[config.mk]
export PLATFORM = sky130hd
export DESIGN_NAME = triangle_strip_to_list_core
export DESIGN_NICKNAME = d
export VERILOG_FILES = /design/src/hdl/tsl_pkg.sv /design/src/hdl/triangle_strip_to_list_core.sv /design/src/hdl/tsl_in_stage.sv /design/src/hdl/tsl_window.sv /design/src/hdl/tsl_out_stage.sv
export VERILOG_INCLUDE_DIRS = /design/src /design/src/hdl
export SDC_FILE = /design/constraint.sdc
export NUM_CORES = 1
export LEC_CHECK = 0
export BUFFER_PORTS_ARGS = -buffer_cell sky130_fd_sc_hd__buf_4
export CAP_MARGIN = 10
export CORE_MARGIN = 2
export CORE_UTILIZATION = 55
export DETAILED_ROUTE_END_ITERATION = 10
export PLACE_DENSITY = 0.77
export SKIP_CTS_REPAIR_TIMING = 1
export SYNTH_ARGS = -nofsm -noshare
export SYNTH_HDL_FRONTEND = slang
export SYNTH_HIERARCHICAL = 1
export SYNTH_SLANG_ARGS = --single-unit
[constraint.sdc]
create_clock -name clk -period 3.93 [get_ports clk]
set_input_delay 0.786 -clock clk [delete_from_list [all_inputs] [get_ports clk]]
set_output_delay 0.786 -clock clk [all_outputs]
set_load 0.03 [all_outputs]
[src/hdl/assert_macros.svh]
// assertion macros shared by the strip converter modules
`ifndef ASSERT_MACROS_SVH
`define ASSERT_MACROS_SVH

`ifndef ASSERT_OFF

// property checked at every rising edge outside reset
`define ASSERT_PROP(label, clk, rst_n, prop, msg) \
	label: assert property (@(posedge clk) disable iff (!(rst_n)) (prop)) else $error(msg);

// same-cycle implication checked outside reset
`define ASSERT_IMPLY(label, clk, rst_n, ante, cons, msg) \
	label: assert property (@(posedge clk) disable iff (!(rst_n)) (ante) |-> (cons)) \
		else $error(msg);

`else

`define ASSERT_PROP(label, clk, rst_n, prop, msg)
`define ASSERT_IMPLY(label, clk, rst_n, ante, cons, msg)

`endif

`endif

[src/hdl/tsl_pkg.sv]
// types and constants of the triangle strip to list converter
`timescale 1ns / 1ps

package tsl_pkg;

	localparam int unsigned VertexWidth = 16;

	// restart value after reset
	localparam logic [VertexWidth-1:0] RestartReset = 16'hFFFF;

	typedef logic [VertexWidth-1:0] vertex_t;

	// one strip index as held in the input register
	typedef struct packed {
		vertex_t vertex_index;
		logic    start_of_list;
	} strip_item_t;

	// one emitted triangle
	typedef struct packed {
		vertex_t first;
		vertex_t second;
		vertex_t third;
	} tri_t;

endpackage

[src/hdl/triangle_strip_to_list_core.sv]
// top level of the triangle strip to triangle list converter
`timescale 1ns / 1ps
// a triangle's closing index is held in the input register, and the triangle is then loaded into the
// result register, which raises out_valid; a stalled, full result register can hold it back in between
// throughput: one index per cycle, held back only when the result register is stalled
// the window update and triangle check sit between the input and result registers
// reset clears the window to zero, the restart value to 0xFFFF and both valid flags
`include "assert_macros.svh"

module triangle_strip_to_list_core
	import tsl_pkg::*;
(
	input  logic    clk,
	input  logic    arst_n,
	// configuration: restart value
	input  logic    cfg_wr_en,
	input  vertex_t cfg_wr_data,
	// strip index channel
	input  logic    in_valid,
	output logic    in_stall,
	input  vertex_t vertex_index,
	input  logic    start_of_list,
	// triangle channel
	output logic    out_valid,
	input  logic    out_stall,
	output vertex_t vertex_first,
	output vertex_t vertex_second,
	output vertex_t vertex_third
);

	// input register contents
	logic        valid_s1;
	strip_item_t item_s1;

	// the held index leaves the input register whenever the result register
	// can take whatever it produces; indices with no triangle leave as well
	logic advance;
	logic out_free;

	// triangle formed from the window and the held index
	logic tri_valid;
	tri_t tri_cur;

	assign advance = valid_s1 & out_free;

	tsl_in_stage u_in_stage (
		.clk          (clk),
		.arst_n       (arst_n),
		.in_valid     (in_valid),
		.in_stall     (in_stall),
		.vertex_index (vertex_index),
		.start_of_list(start_of_list),
		.advance      (advance),
		.valid_s1     (valid_s1),
		.item_s1      (item_s1)
	);

	// window shift, restart detection, winding choice and degenerate drop
	tsl_window u_window (
		.clk        (clk),
		.arst_n     (arst_n),
		.cfg_wr_en  (cfg_wr_en),
		.cfg_wr_data(cfg_wr_data),
		.advance    (advance),
		.item_s1    (item_s1),
		.tri_valid  (tri_valid),
		.tri_out    (tri_cur)
	);

	// result register, loaded only on a transfer that forms a triangle
	tsl_out_stage u_out_stage (
		.clk          (clk),
		.arst_n       (arst_n),
		.load         (advance & tri_valid),
		.tri_in       (tri_cur),
		.free         (out_free),
		.out_valid    (out_valid),
		.out_stall    (out_stall),
		.vertex_first (vertex_first),
		.vertex_second(vertex_second),
		.vertex_third (vertex_third)
	);

	// the input side is held back only by a stalled, full result register
	`ASSERT_IMPLY(a_stall_cause, clk, arst_n, in_stall,
		valid_s1 && out_valid && out_stall,
		"input stalled without a blocked result")

endmodule

[src/hdl/tsl_in_stage.sv]
// input register of the strip converter
`timescale 1ns / 1ps
`include "assert_macros.svh"

module tsl_in_stage
	import tsl_pkg::*;
(
	input  logic        clk,
	input  logic        arst_n,
	input  logic        in_valid,
	output logic        in_stall,
	input  vertex_t     vertex_index,
	input  logic        start_of_list,
	input  logic        advance,
	output logic        valid_s1,
	output strip_item_t item_s1
);

	logic accept;

	assign in_stall = valid_s1 & ~advance;
	assign accept   = in_valid & ~in_stall;

	always_ff @(posedge clk or negedge arst_n) begin
		if (!arst_n) begin
			valid_s1 <= 1'b0;
		end else if (accept) begin
			valid_s1 <= 1'b1;
		end else if (advance) begin
			valid_s1 <= 1'b0;
		end
	end

	always_ff @(posedge clk) begin
		if (accept) begin
			item_s1.vertex_index  <= vertex_index;
			item_s1.start_of_list <= start_of_list;
		end
	end

	// an item only moves on from a filled register
	`ASSERT_IMPLY(a_advance_needs_item, clk, arst_n, advance, valid_s1,
		"advance without an item in the input register")

endmodule

[src/hdl/tsl_window.sv]
// two-vertex window, restart register and triangle forming
`timescale 1ns / 1ps
`include "assert_macros.svh"

module tsl_window
	import tsl_pkg::*;
(
	input  logic        clk,
	input  logic        arst_n,
	input  logic        cfg_wr_en,
	input  vertex_t     cfg_wr_data,
	input  logic        advance,
	input  strip_item_t item_s1,
	output logic        tri_valid,
	output tri_t        tri_out
);

	typedef enum logic [1:0] {
		PH_FIRST,
		PH_SECOND,
		PH_STREAM
	} phase_t;

	phase_t  phase_q, phase_n;
	vertex_t older_q, older_n;
	vertex_t newer_q, newer_n;
	logic    parity_q, parity_n;
	vertex_t restart_q;
	vertex_t idx;
	logic    distinct;

	assign idx = item_s1.vertex_index;
	assign distinct = (older_q != newer_q) && (newer_q != idx) && (idx != older_q);

	assign tri_out.first  = older_q;
	assign tri_out.second = parity_q ? idx : newer_q;
	assign tri_out.third  = parity_q ? newer_q : idx;

	always_comb begin
		phase_n   = phase_q;
		older_n   = older_q;
		newer_n   = newer_q;
		parity_n  = parity_q;
		tri_valid = 1'b0;
		if (item_s1.start_of_list) begin
			older_n  = idx;
			parity_n = 1'b0;
			phase_n  = PH_SECOND;
		end else begin
			case (phase_q)
				PH_FIRST: begin
					older_n = idx;
					phase_n = PH_SECOND;
				end
				PH_SECOND: begin
					newer_n  = idx;
					parity_n = 1'b0;
					phase_n  = PH_STREAM;
				end
				PH_STREAM: begin
					if (idx == restart_q) begin
						phase_n  = PH_FIRST;
						parity_n = 1'b0;
					end else begin
						tri_valid = distinct;
						parity_n  = ~parity_q;
						older_n   = newer_q;
						newer_n   = idx;
					end
				end
				default: begin
					phase_n = PH_FIRST;
				end
			endcase
		end
	end

	always_ff @(posedge clk or negedge arst_n) begin
		if (!arst_n) begin
			phase_q   <= PH_FIRST;
			older_q   <= '0;
			newer_q   <= '0;
			parity_q  <= 1'b0;
			restart_q <= RestartReset;
		end else begin
			if (cfg_wr_en) begin
				restart_q <= cfg_wr_data;
			end
			if (advance) begin
				phase_q  <= phase_n;
				older_q  <= older_n;
				newer_q  <= newer_n;
				parity_q <= parity_n;
			end
		end
	end

	// triangles come only out of the streaming phase
	`ASSERT_IMPLY(a_tri_in_stream, clk, arst_n, tri_valid,
		phase_q == PH_STREAM && !item_s1.start_of_list,
		"triangle formed outside the streaming phase")

	// an emitted triangle never carries a repeated vertex
	`ASSERT_IMPLY(a_tri_distinct, clk, arst_n, tri_valid,
		tri_out.first != tri_out.second && tri_out.second != tri_out.third
			&& tri_out.first != tri_out.third,
		"degenerate triangle not dropped")

endmodule

[src/hdl/tsl_out_stage.sv]
// result register of the strip converter
`timescale 1ns / 1ps
`include "assert_macros.svh"

module tsl_out_stage
	import tsl_pkg::*;
(
	input  logic    clk,
	input  logic    arst_n,
	input  logic    load,
	input  tri_t    tri_in,
	output logic    free,
	output logic    out_valid,
	input  logic    out_stall,
	output vertex_t vertex_first,
	output vertex_t vertex_second,
	output vertex_t vertex_third
);

	tri_t tri_s2;

	assign free = ~out_valid | ~out_stall;

	always_ff @(posedge clk or negedge arst_n) begin
		if (!arst_n) begin
			out_valid <= 1'b0;
		end else if (free) begin
			out_valid <= load;
		end
	end

	always_ff @(posedge clk) begin
		if (load) begin
			tri_s2 <= tri_in;
		end
	end

	assign vertex_first  = tri_s2.first;
	assign vertex_second = tri_s2.second;
	assign vertex_third  = tri_s2.third;

	// a triangle is only loaded when the register can take it
	`ASSERT_PROP(a_load_when_free, clk, arst_n, load |=> out_valid,
		"loaded triangle not presented")

endmodule
==> results.ini <==
[die]
fp-row-count=37
io_pins=88
die_area_mm2=0.0117
chipWidth_um=108
initial_core_util_pct=57.1
die_h_um=108
core_area_mm2=0.0104

[placement]
dp_hpwl_um=8780
portBuffers=87
dpl.cell_count=647
dp_slack_ns=0.944
gp_congestion=0.852

[sta]
post-route-min-period_ns=2.84
final-max-slew-violation-count=0
post-route-period-util_pct=72.2
setup-violations-final=0
grt_setup_unrepaired=false
relSlewSlack_pct=53.9
fmax_ghz=0.352
tightest_slew_ns=0.691
clock_skew_ns=0.0109
fin_setup_tns_ns=0
fin_ws_ns=1.09
finalHoldViolations=0

[yosys]
synth_top_cell_by_area=edfxtp_1
ys_ff_latch=118
netlist-cell-type-count=42
synth_seq_area_share_pct=55.5
yosysWarningCount=6
synthArstFlopShare_pct=44.9
synth_ff_type=edfxtp_1
post-synth-top-count-cell=edfxtp_1
yosys-top-cells-count=65 x edfxtp_1, 64 x mux2_2, 48 x xor2_1, 37 x dfrtp_1, 37 x nor2_1
synthCells=456
synthTopCellsByArea=edfxtp_1 33%, dfrtp_1 16%, mux2_2 12%
synth.avg_cell_area_um2=13.0
netlist_area_mm2=0.00594
synth_fp_nets=498
synth.top_cell.area_share_pct=32.8
synth_edf_count=65

[run]
drv_cap=0

[setup_path]
end_kind=flip-flop
start_kind=flip-flop
critPathRequiredTime_ns=4.19
crit_arrival_ns=3.10
path_class=reg -> reg
worst-path-max-fanout=38

[detailed_routing]
wl_um=13400
via_count=4086
drt_pass1_iterations=5
ant_nets=0
drtIter0Drc=237
routedWlPerCell_um=19.7
drcViolationCount=0
vias_per_cell=6.02

[global_routing]
antenna_found_initial=0
grt_max_degree=54
grt.overflow.total=0
grt_usage_pct=24.3
grt_pass1_wl_um=21100
grt_pass1_vias=4055

[clock_network]
cts_inserted_buffers=17
cts_tree=yes
cts_buffer_depth=2
cts.sinks=118
htree_levels=4
clkLatencyLatePin_ns=0.52
cts_root_buf=clkbuf_8
clkSlewWorstSetupHoldPaths_ns=0.05

[cells_and_area]
stdcell_count=679
syn_to_final_growth_pct=20.0
antenna_cells=0
nFillCells=767
drive_gt1_share_pct=39.2
fin_util_pct=68.5
fin_nets=572

[run_status]
status=completed

[min_path]
min-delay-path-class=in -> async

[power]
p_per_area_mw_per_mm2=670
irDropWorstVdd_mv=0.342
leakage_nw=2.74

[registers in the layout, indices dropped and copies added (netlist names)]
name                       count
u_window/parity_q              1
u_out_stage/vertex_third      16
u_out_stage/vertex_first      16
u_window/restart_q            16
u_window/older_q              16
u_window/phase_q               2
u_in_stage/valid_s1            1
u_in_stage/item_s1            17
u_window/newer_q              16
u_out_stage/vertex_second     16
u_out_stage/out_valid          1
[per-layer routing]
layer	GRT usage, %	up-vias	part of all wire, %
met5	0	-	0
met4	11.4	0	1.9
met3	4.88	25	6.1
met2	38.9	192	50
met1	32.0	2019	42
li1	-	1850	-
[cells by family (layout without fill, tap and decap cells)]
group                    Yosys count  count (layout)  synth area share (%)
adder cells (fa/ha/maj)            4               4                 0.842
AO/OA/AOI/OAI                     67              67                  9.92
AND/OR/NAND/NOR                   93              93                  8.19
buffers and inverters             46             133                  4.00
flip-flops                       118             118                  55.5
XOR/XNOR                          64              64                  9.43
multiplexers                      64              64                  12.1
[where the power goes]
group          internal [mW]  switching, mW  total (mW)
Clock                  0.798          0.505        1.30
Combinational          0.701          0.667        1.37
Sequential              1.65          0.459        2.11
[cell usage in the layout, fill, tap and decap left out, types with 7 or more instances in the layout]
cell type  instances
buf_4             95
edfxtp_1          65
mux2_2            64
xor2_1            48
dfrtp_1           37
nor2_1            37
o22ai_1           17
clkbuf_16         16
xnor2_1           16
dfstp_2           16
nor4_1            14
o22a_1            13
and2_1            11
a2111oi_0         11
nand4_1            8
a2111oi_1          8
clkbuf_1           7
nand2_1            7
a2111oi_2          7
[through the flow]
stage / hold slack [ns] / power, mW / instance area [µm²]
after CTS: 0.321 / 4.78 / 7130
after floorplan: 0.490 / 3.03 / 5940
after global placement: 0.500 / 3.40 / 6640
after global routing: 0.354 / 5.01 / 7130
final: 0.317 / 4.78 / 7130
after detailed placement: 0.504 / 3.46 / 6640
[worst max-delay path, cell delays in order (launching register included)]
cell and delay, ns:
edfxtp_1 0.56, xnor2_1 0.29, nand4_1 0.18, nor4_4 0.28, buf_4 0.44, nor2_1 0.11, and3_2 0.43, buf_12 0.26
[worst paths after layout]
check                                                   from                                      to  slack (ns)  cells after the start
setup / recovery            u_in_stage/item_s1[16]$_DFFE_PP_  u_out_stage/vertex_third[11]$_DFFE_PP_        1.09                      7
hold / removal                                        arst_n       u_out_stage/out_valid$_DFFE_PN0P_        0.32                      1
setup reg to reg            u_in_stage/item_s1[16]$_DFFE_PP_  u_out_stage/vertex_third[11]$_DFFE_PP_        1.09                      7
hold reg to reg            u_out_stage/out_valid$_DFFE_PN0P_       u_out_stage/out_valid$_DFFE_PN0P_        0.52                      1
max in group asynchronous                             arst_n         u_window/newer_q[9]$_DFFE_PN0P_        3.16                      1
min in group clk                            vertex_index[13]        u_in_stage/item_s1[14]$_DFFE_PP_        0.44                      1
[area by class of cell]
cell class	instances	area, µm²	share of cell area [%]
timing repair buffer	96	733	10.3
clock buffer	26	468	6.56
inverter	5	18.8	0.263
multi-input combinational	292	2420	33.9
clock inverter	6	28.8	0.403
tap	136	170	2.39
sequential	118	3300	46.2
Note: power is estimated with default switching activity, not from simulation.
